File: src/hdl/ssv_pkg.sv
// Package for the syllable spelling validator: token tables, class
// compatibility tables, channel word layouts and the row-matching function.
// Depends on nothing; every other file but ssv_stream_if imports it.
package ssv_pkg;

    localparam int CpWidth    = 21;
    localparam int CharsWidth = 63;
    localparam int LenWidth   = 3;
    localparam int OnsetRows  = 5;
    localparam int NucRows    = 8;
    localparam int CodaRows   = 5;

    typedef logic [CpWidth-1:0]    cp_t;
    typedef logic [CharsWidth-1:0] chars_t;
    typedef logic [LenWidth-1:0]   len_t;

    localparam cp_t A_CIRC  = 21'h0000E2;
    localparam cp_t A_BREVE = 21'h000103;
    localparam cp_t E_CIRC  = 21'h0000EA;
    localparam cp_t O_CIRC  = 21'h0000F4;
    localparam cp_t O_HORN  = 21'h0001A1;
    localparam cp_t U_HORN  = 21'h0001B0;
    localparam cp_t D_BAR   = 21'h000111;
    localparam cp_t NO_CP   = 21'h000000;

    // Input word: the three parts of one syllable and the completeness flag.
    typedef struct packed {
        chars_t onset_chars;
        len_t   onset_len;
        chars_t nucleus_chars;
        len_t   nucleus_len;
        chars_t coda_chars;
        len_t   coda_len;
        logic   word_finished;
    } syl_word_t;

    // Result word: validity and the three class masks.
    typedef struct packed {
        logic                 is_valid;
        logic [OnsetRows-1:0] onset_class_mask;
        logic [NucRows-1:0]   nucleus_class_mask;
        logic [CodaRows-1:0]  coda_class_mask;
    } verdict_t;

    // One token row: class, length and up to three characters.
    typedef struct packed {
        logic [2:0] row;
        logic [1:0] len;
        cp_t        c0;
        cp_t        c1;
        cp_t        c2;
    } token_t;

    // Item as it passes from the front part to the back part.
    typedef struct packed {
        logic [OnsetRows-1:0] onset_mask;
        logic [NucRows-1:0]   nucleus_mask;
        logic [CodaRows-1:0]  coda_mask;
        logic                 onset_present;
        logic                 nucleus_present;
        logic                 coda_present;
    } class_item_t;

    localparam int OnsetCount = 33;
    localparam int NucCount   = 60;
    localparam int CodaCount  = 10;

    function automatic token_t tk(input int r, input int l, input cp_t a,
                                  input cp_t b, input cp_t c);
        token_t t;
        t.row = r[2:0];
        t.len = l[1:0];
        t.c0  = a;
        t.c1  = b;
        t.c2  = c;
        return t;
    endfunction

    function automatic cp_t ch(input byte b);
        return cp_t'(b);
    endfunction

    function automatic token_t onset_token(input int k);
        token_t t;
        t = tk(0, 0, NO_CP, NO_CP, NO_CP);
        case (k)
            0:  t = tk(0, 1, ch("b"), NO_CP, NO_CP);
            1:  t = tk(0, 1, ch("d"), NO_CP, NO_CP);
            2:  t = tk(0, 1, D_BAR, NO_CP, NO_CP);
            3:  t = tk(0, 1, ch("g"), NO_CP, NO_CP);
            4:  t = tk(0, 2, ch("g"), ch("h"), NO_CP);
            5:  t = tk(0, 1, ch("m"), NO_CP, NO_CP);
            6:  t = tk(0, 1, ch("n"), NO_CP, NO_CP);
            7:  t = tk(0, 2, ch("n"), ch("h"), NO_CP);
            8:  t = tk(0, 1, ch("p"), NO_CP, NO_CP);
            9:  t = tk(0, 2, ch("p"), ch("h"), NO_CP);
            10: t = tk(0, 1, ch("r"), NO_CP, NO_CP);
            11: t = tk(0, 1, ch("s"), NO_CP, NO_CP);
            12: t = tk(0, 1, ch("t"), NO_CP, NO_CP);
            13: t = tk(0, 2, ch("t"), ch("r"), NO_CP);
            14: t = tk(0, 1, ch("v"), NO_CP, NO_CP);
            15: t = tk(0, 1, ch("z"), NO_CP, NO_CP);
            16: t = tk(1, 1, ch("c"), NO_CP, NO_CP);
            17: t = tk(1, 1, ch("h"), NO_CP, NO_CP);
            18: t = tk(1, 1, ch("k"), NO_CP, NO_CP);
            19: t = tk(1, 2, ch("k"), ch("h"), NO_CP);
            20: t = tk(1, 2, ch("k"), ch("r"), NO_CP);
            21: t = tk(1, 2, ch("q"), ch("u"), NO_CP);
            22: t = tk(1, 2, ch("t"), ch("h"), NO_CP);
            23: t = tk(2, 2, ch("c"), ch("h"), NO_CP);
            24: t = tk(2, 2, ch("g"), ch("i"), NO_CP);
            25: t = tk(2, 1, ch("l"), NO_CP, NO_CP);
            26: t = tk(2, 2, ch("n"), ch("g"), NO_CP);
            27: t = tk(2, 3, ch("n"), ch("g"), ch("h"));
            28: t = tk(2, 1, ch("x"), NO_CP, NO_CP);
            29: t = tk(3, 1, ch("b"), NO_CP, NO_CP);
            30: t = tk(3, 1, D_BAR, NO_CP, NO_CP);
            31: t = tk(3, 1, ch("l"), NO_CP, NO_CP);
            32: t = tk(4, 1, ch("h"), NO_CP, NO_CP);
            default: t = tk(0, 0, NO_CP, NO_CP, NO_CP);
        endcase
        return t;
    endfunction

    function automatic token_t nucleus_token(input int k);
        token_t t;
        t = tk(0, 0, NO_CP, NO_CP, NO_CP);
        case (k)
            0:  t = tk(0, 1, E_CIRC, NO_CP, NO_CP);
            1:  t = tk(0, 1, ch("i"), NO_CP, NO_CP);
            2:  t = tk(0, 2, ch("u"), ch("a"), NO_CP);
            3:  t = tk(0, 2, ch("u"), E_CIRC, NO_CP);
            4:  t = tk(0, 2, ch("u"), ch("y"), NO_CP);
            5:  t = tk(0, 1, ch("y"), NO_CP, NO_CP);
            6:  t = tk(1, 1, ch("a"), NO_CP, NO_CP);
            7:  t = tk(1, 2, ch("i"), E_CIRC, NO_CP);
            8:  t = tk(1, 2, ch("o"), ch("a"), NO_CP);
            9:  t = tk(1, 3, ch("u"), ch("y"), E_CIRC);
            10: t = tk(1, 2, ch("y"), E_CIRC, NO_CP);
            11: t = tk(2, 1, A_CIRC, NO_CP, NO_CP);
            12: t = tk(2, 1, A_BREVE, NO_CP, NO_CP);
            13: t = tk(2, 1, ch("e"), NO_CP, NO_CP);
            14: t = tk(2, 1, ch("o"), NO_CP, NO_CP);
            15: t = tk(2, 2, ch("o"), ch("o"), NO_CP);
            16: t = tk(2, 1, O_CIRC, NO_CP, NO_CP);
            17: t = tk(2, 1, O_HORN, NO_CP, NO_CP);
            18: t = tk(2, 2, ch("o"), ch("e"), NO_CP);
            19: t = tk(2, 1, ch("u"), NO_CP, NO_CP);
            20: t = tk(2, 1, U_HORN, NO_CP, NO_CP);
            21: t = tk(2, 2, ch("u"), A_CIRC, NO_CP);
            22: t = tk(2, 2, ch("u"), O_CIRC, NO_CP);
            23: t = tk(2, 2, U_HORN, O_HORN, NO_CP);
            24: t = tk(3, 2, ch("o"), A_BREVE, NO_CP);
            25: t = tk(4, 2, ch("u"), O_HORN, NO_CP);
            26: t = tk(5, 2, ch("a"), ch("i"), NO_CP);
            27: t = tk(5, 2, ch("a"), ch("o"), NO_CP);
            28: t = tk(5, 2, ch("a"), ch("u"), NO_CP);
            29: t = tk(5, 2, A_CIRC, ch("u"), NO_CP);
            30: t = tk(5, 2, ch("a"), ch("y"), NO_CP);
            31: t = tk(5, 2, A_CIRC, ch("y"), NO_CP);
            32: t = tk(5, 2, ch("e"), ch("o"), NO_CP);
            33: t = tk(5, 2, E_CIRC, ch("u"), NO_CP);
            34: t = tk(5, 2, ch("i"), ch("a"), NO_CP);
            35: t = tk(5, 3, ch("i"), E_CIRC, ch("u"));
            36: t = tk(5, 2, ch("i"), ch("u"), NO_CP);
            37: t = tk(5, 3, ch("o"), ch("a"), ch("i"));
            38: t = tk(5, 3, ch("o"), ch("a"), ch("o"));
            39: t = tk(5, 3, ch("o"), ch("a"), ch("y"));
            40: t = tk(5, 3, ch("o"), ch("e"), ch("o"));
            41: t = tk(5, 2, ch("o"), ch("i"), NO_CP);
            42: t = tk(5, 2, O_CIRC, ch("i"), NO_CP);
            43: t = tk(5, 2, O_HORN, ch("i"), NO_CP);
            44: t = tk(5, 2, U_HORN, ch("a"), NO_CP);
            45: t = tk(5, 3, ch("u"), A_CIRC, ch("y"));
            46: t = tk(5, 2, ch("u"), ch("i"), NO_CP);
            47: t = tk(5, 2, U_HORN, ch("i"), NO_CP);
            48: t = tk(5, 3, ch("u"), O_CIRC, ch("i"));
            49: t = tk(5, 3, U_HORN, O_HORN, ch("i"));
            50: t = tk(5, 3, U_HORN, O_HORN, ch("u"));
            51: t = tk(5, 2, U_HORN, ch("u"), NO_CP);
            52: t = tk(5, 3, ch("u"), ch("y"), ch("a"));
            53: t = tk(5, 3, ch("u"), ch("y"), ch("u"));
            54: t = tk(5, 3, ch("u"), E_CIRC, ch("u"));
            55: t = tk(5, 3, ch("y"), E_CIRC, ch("u"));
            56: t = tk(6, 1, A_BREVE, NO_CP, NO_CP);
            57: t = tk(6, 1, ch("u"), NO_CP, NO_CP);
            58: t = tk(7, 1, ch("i"), NO_CP, NO_CP);
            59: t = tk(0, 0, NO_CP, NO_CP, NO_CP);
            default: t = tk(0, 0, NO_CP, NO_CP, NO_CP);
        endcase
        return t;
    endfunction

    function automatic token_t coda_token(input int k);
        token_t t;
        t = tk(0, 0, NO_CP, NO_CP, NO_CP);
        case (k)
            0: t = tk(0, 2, ch("c"), ch("h"), NO_CP);
            1: t = tk(0, 2, ch("n"), ch("h"), NO_CP);
            2: t = tk(1, 1, ch("c"), NO_CP, NO_CP);
            3: t = tk(1, 2, ch("n"), ch("g"), NO_CP);
            4: t = tk(2, 1, ch("m"), NO_CP, NO_CP);
            5: t = tk(2, 1, ch("n"), NO_CP, NO_CP);
            6: t = tk(2, 1, ch("p"), NO_CP, NO_CP);
            7: t = tk(2, 1, ch("t"), NO_CP, NO_CP);
            8: t = tk(3, 1, ch("k"), NO_CP, NO_CP);
            9: t = tk(4, 1, ch("c"), NO_CP, NO_CP);
            default: t = tk(0, 0, NO_CP, NO_CP, NO_CP);
        endcase
        return t;
    endfunction

    // Allowed nucleus classes per onset class.
    function automatic logic [NucRows-1:0] cv_allow(input int i);
        logic [NucRows-1:0] m;
        case (i)
            0: m = 8'h27;
            1: m = 8'h3F;
            2: m = 8'h2F;
            3: m = 8'h40;
            4: m = 8'h80;
            default: m = 8'h00;
        endcase
        return m;
    endfunction

    // Allowed coda classes per nucleus class.
    function automatic logic [CodaRows-1:0] vc_allow(input int i);
        logic [CodaRows-1:0] m;
        case (i)
            0: m = 5'h05;
            1: m = 5'h07;
            2: m = 5'h06;
            3: m = 5'h06;
            6: m = 5'h08;
            7: m = 5'h10;
            default: m = 5'h00;
        endcase
        return m;
    endfunction

    // Diacritic folding of a token character.
    function automatic cp_t toneless(input cp_t c);
        cp_t r;
        case (c)
            A_CIRC, A_BREVE: r = ch("a");
            E_CIRC:          r = ch("e");
            O_CIRC, O_HORN:  r = ch("o");
            U_HORN:          r = ch("u");
            D_BAR:           r = ch("d");
            default:         r = c;
        endcase
        return r;
    endfunction

    // Does one token row match the part under the given rules?
    function automatic logic token_match(input token_t t, input chars_t chars,
                                         input len_t len, input logic full,
                                         input logic complete);
        cp_t  p [3];
        cp_t  tc [3];
        logic ok;
        p[0]  = chars[CpWidth-1:0];
        p[1]  = chars[2*CpWidth-1:CpWidth];
        p[2]  = chars[3*CpWidth-1:2*CpWidth];
        tc[0] = t.c0;
        tc[1] = t.c1;
        tc[2] = t.c2;
        ok = (len != 3'd0) && (len <= 3'd3) && (t.len != 2'd0);
        if ({1'b0, t.len} < len || (full && {1'b0, t.len} > len))
            ok = 1'b0;
        for (int i = 0; i < 3; i++)
        begin
            if (i < int'(len) && p[i] != tc[i] && (complete || toneless(tc[i]) != p[i]))
                ok = 1'b0;
        end
        return ok;
    endfunction

endpackage

File: src/hdl/ssv_front.sv
// Front part: accepts a syllable word, matches its three parts against the
// token tables and registers the class masks. Depends on ssv_pkg.
module ssv_front (
    input  logic                    clk,
    input  logic                    rst_n,
    input  logic                    in_valid,
    output logic                    in_ready,
    input  ssv_pkg::chars_t         onset_chars,
    input  ssv_pkg::len_t           onset_len,
    input  ssv_pkg::chars_t         nucleus_chars,
    input  ssv_pkg::len_t           nucleus_len,
    input  ssv_pkg::chars_t         coda_chars,
    input  ssv_pkg::len_t           coda_len,
    input  logic                    word_finished,
    output logic                    out_valid,
    input  logic                    out_ready,
    output ssv_pkg::class_item_t    out_item
);
    import ssv_pkg::*;

    logic        valid_reg;
    class_item_t item_reg;
    class_item_t item_next;

    // The stage takes a word whenever it is empty or being drained.
    assign in_ready  = !valid_reg || out_ready;
    assign out_valid = valid_reg;
    assign out_item  = item_reg;

    // Parallel matching of every token row.
    always_comb
    begin
        logic n_full;
        logic c_full;
        n_full = word_finished || (nucleus_len != 3'd0);
        c_full = word_finished || (coda_len != 3'd0);
        item_next = '0;
        for (int k = 0; k < OnsetCount; k++)
        begin
            if (token_match(onset_token(k), onset_chars, onset_len, n_full, 1'b1))
                item_next.onset_mask[onset_token(k).row] = 1'b1;
        end
        for (int k = 0; k < NucCount; k++)
        begin
            if (token_match(nucleus_token(k), nucleus_chars, nucleus_len, c_full,
                            word_finished))
                item_next.nucleus_mask[nucleus_token(k).row] = 1'b1;
        end
        for (int k = 0; k < CodaCount; k++)
        begin
            if (token_match(coda_token(k), coda_chars, coda_len, word_finished, 1'b1))
                item_next.coda_mask[coda_token(k).row] = 1'b1;
        end
        item_next.onset_present   = onset_len != 3'd0;
        item_next.nucleus_present = nucleus_len != 3'd0;
        item_next.coda_present    = coda_len != 3'd0;
    end

    // Stage valid flag.
    always_ff @(posedge clk or negedge rst_n)
    begin
        if (!rst_n)
            valid_reg <= 1'b0;
        else if (in_ready)
            valid_reg <= in_valid;
    end

    // Stage payload.
    always_ff @(posedge clk)
    begin
        if (in_valid && in_ready)
            item_reg <= item_next;
    end

    // An empty part never yields a class.
    assert property (@(posedge clk) disable iff (!rst_n)
        valid_reg && !item_reg.onset_present |-> item_reg.onset_mask == '0)
        else $error("onset mask set for an empty onset");
    assert property (@(posedge clk) disable iff (!rst_n)
        valid_reg && !out_ready |=> valid_reg && $stable(item_reg))
        else $error("front stage lost a stalled word");
    assert property (@(posedge clk) disable iff (!rst_n)
        valid_reg && !item_reg.coda_present |-> item_reg.coda_mask == '0)
        else $error("coda mask set for an empty coda");
endmodule

File: config.mk
export PLATFORM = sky130hd
export DESIGN_NAME = ssv_front
export DESIGN_NICKNAME = d
export VERILOG_FILES = /design/src/hdl/ssv_pkg.sv /design/src/hdl/ssv_front.sv
export SDC_FILE = /design/constraint.sdc
export NUM_CORES = 1
export LEC_CHECK = 0
export BUFFER_PORTS_ARGS = -buffer_cell sky130_fd_sc_hd__buf_4
export CORE_ASPECT_RATIO = 1.2
export CORE_MARGIN = 3
export CORE_UTILIZATION = 37
export CTS_BUF_LIST = sky130_fd_sc_hd__clkbuf_4
export CTS_CLUSTER_DIAMETER = 30
export CTS_CLUSTER_SIZE = 14
export DETAILED_ROUTE_END_ITERATION = 6
export HOLD_SLACK_MARGIN = 0.15
export PLACE_DENSITY = 0.79
export SYNTH_ARGS = -nofsm -noshare
export SYNTH_HDL_FRONTEND = slang
export SYNTH_SLANG_ARGS = --single-unit
File: constraint.sdc
create_clock -name clk -period 1.45 [get_ports clk]
set_input_delay 0.29 -clock clk [delete_from_list [all_inputs] [get_ports clk]]
set_output_delay 0.29 -clock clk [all_outputs]
set_load 0.05 [all_outputs]
==> results of run 1 <==
-- layout by cell type, fill, tap and decap left out, drive strengths merged, types with 8 or more instances in the layout --
cell type  count
buf          334
nor4          37
nor2          35
nand2         29
a21oi         24
edfxtp        21
nor3          16
nand2b        13
o21ai         12
nand4         11
or3           11
nor2b          9
inv            8
nor4b          8
nand3          8
-- state kept, by name, indices dropped and copies added, names as in the netlist --
signal     flops
out_item      21
out_valid      1
-- cells in the mapped netlist (3+ instances only) --
cell type	n
nor2_1	35
nor4_1	30
nand2_1	29
a21oi_1	23
edfxtp_1	21
nor3_1	16
nand2b_1	13
o21ai_0	12
nand4_1	11
nor2b_1	9
inv_1	8
or3_1	8
nand3_1	7
nor4b_1	7
nor3b_1	6
o31ai_1	6
o41ai_1	6
clkbuf_1	5
nor4_2	5
or2_2	5
a31oi_1	4
nand3b_1	4
nand4b_1	4
nand4bb_1	4
o21a_1	4
o22ai_1	4
a21o_2	3
and2b_2	3
clkbuf_8	3
or3_2	3
-- area by class of cell --
| class | count | share of cell area, % |
|---|---|---|
| inverter | 8 | 0.4905 |
| tap | 90 | 1.839 |
| timing repair buffer | 335 | 43.04 |
| clock buffer | 3 | 0.3679 |
| clock inverter | 1 | 0.4905 |
| multi-input combinational | 316 | 43.04 |
| sequential | 22 | 10.73 |
-- per-stage QoR --
step	hold slack, ns	power (mW)	instance area, um2
6_report	0.2088	2.437	6122
4_1_cts	0.1751	2.369	5889
3_5_place_dp	0.06617	1.870	5522
2_1_floorplan	-0.005591	1.109	3040
3_3_place_gp	0.06574	1.845	5522
5_1_grt	0.2002	2.539	6122
-- power by group through the flow --
stage / combinational [mW] / sequential, mW / clock (mW)
4_1_cts: 1.17 / 0.732 / 0.464
5_1_grt: 1.31 / 0.733 / 0.498
2_1_floorplan: 0.274 / 0.834 / 0
6_report: 1.24 / 0.732 / 0.468
3_5_place_dp: 1.12 / 0.746 / 0
3_3_place_gp: 1.10 / 0.746 / 0
-- per-layer routing --
layer / global-route usage, % / share of wire, %
met5: 0 / 0
met3: 5.484 / 7.3
met1: 26.33 / 32
met4: 11.45 / 4.3
met2: 61.30 / 57
-- final timing paths --
kind	from	end	slack [ns]	cells after the start
worst max-delay path	nucleus_chars[12]	out_item[13]	-0.56	10
worst min-delay path	in_valid	out_valid	0.21	2
worst max register to register	out_valid	out_item[11]	0.29	2
worst min register to register	out_valid	out_valid	0.58	2
max in group asynchronous	rst_n	out_valid	1.08	2
min in group asynchronous	rst_n	out_valid	0.28	2
-- logic make-up (layout without fill, tap and decap cells) --
kind of cell    count (synthesis)  after routing
mux                             1              1
flops                          22             22
compound gates                 91             91
xor+xnor                        2              2
buf+inv                        19            347
simple gates                  222            222
-- critical path, cell delays in order --
cell and delay (ns):
buf_6 0.10, nor4_4 0.29, buf_4 0.15, buf_4 0.09
and4_2 0.25, nor4b_1 0.28, nor3_1 0.12, a311o_1 0.37
o2111a_1 0.16, o221ai_2 0.06
-- what timing repair did --
| action | in CTS | in global routing |
|---|---|---|
| endpoints found under the setup margin | 14 | 17 |
| gates cloned | 0 | 0 |
| pin swaps | 37 | 25 |
| gates resized for setup | 57 | 38 |
| endpoints found under the hold margin | 1 | 0 |
| buffers inserted | 6 | 5 |
| hold buffers | 1 | 0 |
==> metrics.yaml, run 1 <==
synth_top_flop_cell: "edfxtp_1"
hp-class: "in2reg"
crit_fanout: 3
layout_min_cycle_time_ns: 2.012
worst_pin_slew_ns: 0.5181
die_h_um: 101.8
fin_skew_ns: 0.004860
peakVddDrop_v: 0.0004693
muxShareOfSynthArea_pct: 0.3977
core_area_um2: 7360
drive_gt1_share_pct: 64.23
overflow: 0
cts_buffer_depth: 2
drt-total-wl_mm: 14.31
ys_types: 74
dp.cells: 761
multiInputGateArea_um2: 2635
synth-seq-cells: 22
synthXorXnorAreaFrac_pct: 0.6186
final_hold_viol_count: 0
yosysTopAreaCell: "edfxtp_1"
status: "finished, violations left"
synth-compound-area-share_pct: 22.40
fin_ws_ns: -0.5617
synth_top_family_by_area: "simple AND/OR/NAND/NOR gates"
place_ws_ns: -0.8738
rows: 34
initial_core_util_pct: 38.47
tritoncts: "done"
place_congestion: 0.9023
syn_avg_cell_area_um2: 7.931
maxSlewViolCount: 0
min_period_over_period_pct: 138.7
postRouteAntennaNets: 0
grt_antenna_before_repair: 0
ys_warn_count: 0
p_leak_nw: 2.553
utilization_pct: 83.19
wire_per_inst_um: 18.46
drt-initial-drc-count: 142
layoutNonFillerInstCount: 775
worstPathRequired_ns: 1.60
place_hpwl_mm: 11.08
synth-simple-area-share_pct: 49.40
layout.area.seq_um2: 656.9
max-cap-violations: 0
setup_viol: 14
num-fill-cells: 451
violations: "negative setup slack"
cts_buffers: 3
rsz0062_at_grt: "yes"
critical_path_class: "in2reg"
root_buffer: "clkbuf_4"
portBuffers: 204
startpoint_type: "input pin"
dieArea_um2: 8743
internal_power_mw: 1.662
cts_htree_levels: 1
yosysSeqAreaShare_pct: 23.16
fin_tns_setup_ns: -3.171
io_pins: 226
seqPwrFrac_pct: 30.0
fin_nets: 889
power_density_nw_per_um2: 398.1
critPathArrivalTime_ns: 2.16
syn_nets: 560
dr.pass1.iters: 6
vias_per_cell: 5.794
synth_edf_count: 21
diodes: 0
area_delta_synth_final_pct: 116.2
grt_pass1_vias: 4646
path_clk_slew_ns: 0.13
combPwrFrac_pct: 50.8
p_sw_share_pct: 31.81
p_switching_mw: 0.7753
synthesis.area_um2: 2831
die_w_um: 85.86
end_kind: "flip-flop"
synth_area_leaders: "edfxtp_1, nor4_1, nor2_1"
drc: 0
fmax_mhz: 497.1
slew_headroom_pct: 64.97
insertion_delay_ns: 0.30
grt_use_total_pct: 29.00
clkPwrFrac_pct: 19.2
vias: 4490
synth_top_area_share_pct: 22.27
cts_sinks: 22
async_reset_ff_share_pct: 4.545
grt_max_degree: 22
syn_inst: 357
synth_fa_ha_area_share_pct: 0
grt_pass1_wl_mm: 20.44
No activity file was read; power rests on OpenSTA's default activity.
==> run 2, diff against run 1 <==
--- a/config.mk
+++ b/config.mk
@@ -14,7 +14,7 @@
 export CTS_CLUSTER_SIZE = 14
 export DETAILED_ROUTE_END_ITERATION = 6
 export HOLD_SLACK_MARGIN = 0.15
-export PLACE_DENSITY = 0.79
+export PLACE_DENSITY_LB_ADDON = 0.3
 export SYNTH_ARGS = -nofsm -noshare
 export SYNTH_HDL_FRONTEND = slang
 export SYNTH_SLANG_ARGS = --single-unit
==> metrics.yaml, run 2 (synthesis results as in run 1) <==
status: "finished, violations left"
violations: "negative setup slack"
layout.area.seq_um2: 656.9  # unchanged
diodes: 0  # unchanged
postRouteAntennaNets: 0  # unchanged
fmax_mhz: 514.7  # +3.5%
peakVddDrop_v: 0.0008393  # +79%
num-fill-cells: 441  # -2.2%
overflow: 0  # unchanged
cts_htree_levels: 1  # unchanged
max-cap-violations: 0  # unchanged
drive_gt1_share_pct: 64.78  # +0.55 points
grt_max_degree: 22  # unchanged
grt_antenna_before_repair: 0  # unchanged
p_leak_nw: 2.580  # +1.0%
io_pins: 226  # unchanged
cts_buffers: 3  # unchanged
vias: 4644  # +3.4%
core_area_um2: 7360  # unchanged
layout_min_cycle_time_ns: 1.943  # -0.06892 ns
grt_use_total_pct: 30.15  # +1.1 points
tritoncts: "done"
die_h_um: 101.8  # unchanged
grt_pass1_vias: 4775  # +2.8%
largest_register_ffs: 21  # unchanged
end_kind: "flip-flop"
worst_pin_slew_ns: 0.5927  # +0.07456 ns
multiInputGateArea_um2: 2663  # +1.0%
dieArea_um2: 8743  # unchanged
layout_commonest_cell: "buf_4"
fin_ws_ns: -0.4928  # +0.06892 ns
power_density_nw_per_um2: 399.5  # +0.36%
drt-initial-drc-count: 246  # +73%
initial_core_util_pct: 38.47  # unchanged
worstPathRequired_ns: 1.64  # +0.04 ns
area_delta_synth_final_pct: 118.7
maxSlewViolCount: 0  # unchanged
place_congestion: 0.9506  # +5.4%
path_clk_slew_ns: 0.13  # about the same
wire_per_inst_um: 19.65  # +6.4%
portBuffers: 204  # unchanged
insertion_delay_ns: 0.31  # about the same
setup_viol: 14  # unchanged
rows: 34  # unchanged
vias_per_cell: 5.954  # +2.8%
hold_slack_ns: 0.1861  # -0.02275 ns
fin_area_um2: 6193  # +1.2%
cts_sinks: 22  # unchanged
min_period_over_period_pct: 134.0  # -4.8 points
hp-class: "in2reg"
critPathArrivalTime_ns: 2.13  # -0.03 ns
rsz0062_at_grt: "yes"
drt-total-wl_mm: 15.33  # +7.1%
fin_skew_ns: 0.006572  # +0.001712 ns
fin_nets: 894  # +0.56%
drc: 0  # unchanged
die_w_um: 85.86  # unchanged
place_hpwl_mm: 10.77  # -2.8%
crit_fanout: 1  # -2
place_area_um2: 5554  # +0.59%
slew_headroom_pct: 59.93  # -5.0 points
utilization_pct: 84.16  # +0.97 points
root_buffer: "clkbuf_4"
final_hold_viol_count: 0  # unchanged
critical_path_class: "in2reg"
cts_buffer_depth: 2  # unchanged
mostFrequentLayoutCells: "buf_4, buf_6, nor2_1, nand2_1, edfxtp_1"
grt_pass1_wl_mm: 21.27  # +4.0%
dr.pass1.iters: 5  # -1
startpoint_type: "input pin"
[run 2: cell types whose count changed in the layout (fill, tap and decap cells not counted), sizes merged]
cell,before,now
buf,334,339
[run 2: power breakdown]
group          internal, mW  switching, mW  total, mW  leakage, nW
Combinational         0.671          0.590       1.26         2.34
Sequential            0.722         0.0145      0.737        0.216
Clock                 0.279          0.197      0.477       0.0279
[run 2: worst paths after layout]
check,slack (ns),cells after the start,from,to
max,-0.49,8,onset_chars[57],out_item[18]
min,0.19,2,in_valid,out_valid
max reg2reg,0.25,2,out_valid,out_item[19]
min reg2reg,0.59,2,out_valid,out_valid
max in group asynchronous,1.06,2,rst_n,out_valid
min in group asynchronous,0.30,2,rst_n,out_valid
[run 2: final cells by class]
type,count,area share [%]
repair buffers,340,43.25
multi-input cells,316,42.99
flip-flops and latches,22,10.61
clock inverters,1,0.4848
well taps,90,1.818
clock buffers,3,0.3636
inverters,8,0.4848
[run 2: what timing repair did]
item,in CTS,in global routing
endpoints found under the hold margin,1,0
pin swaps,40,30
endpoints found under the setup margin,14,15
resized for setup,80,24
hold buffers,1,0
setup buffers,6,3
[run 2: stage by stage]
step                      setup WS, ns  cells  power [mW]  TNS [ns]
after global routing           -0.5464    780       2.569    -3.856
after CTS                      -0.4904    777       2.396    -2.105
after detailed placement       -0.8716    767       1.869    -8.786
after global placement         -0.8206    767       1.845    -8.220
after floorplan                -0.5626    357       1.109    -2.954
final                          -0.4928    780       2.474    -2.928
[run 2: critical path, cell delays in order]
cell and delay, ns:
buf_4 0.11, nor4_2 0.29, nand4_1 0.17, o41ai_2 0.26
nand4b_1 0.17, o21a_1 0.25, o41ai_2 0.37, a32o_1 0.23
[run 2: per-layer routing]
metal / share of wire [%] / vias to the layer above / wire (um) / GRT usage [%]
li1: - / 2114 / - / -
met1: 33 / 2164 / 4984 / 28.48
met2: 55 / 297 / 8461 / 63.16
met3: 7.2 / 69 / 1096 / 3.790
met4: 5.1 / 0 / 783 / 13.28
met5: 0 / - / 0 / 0
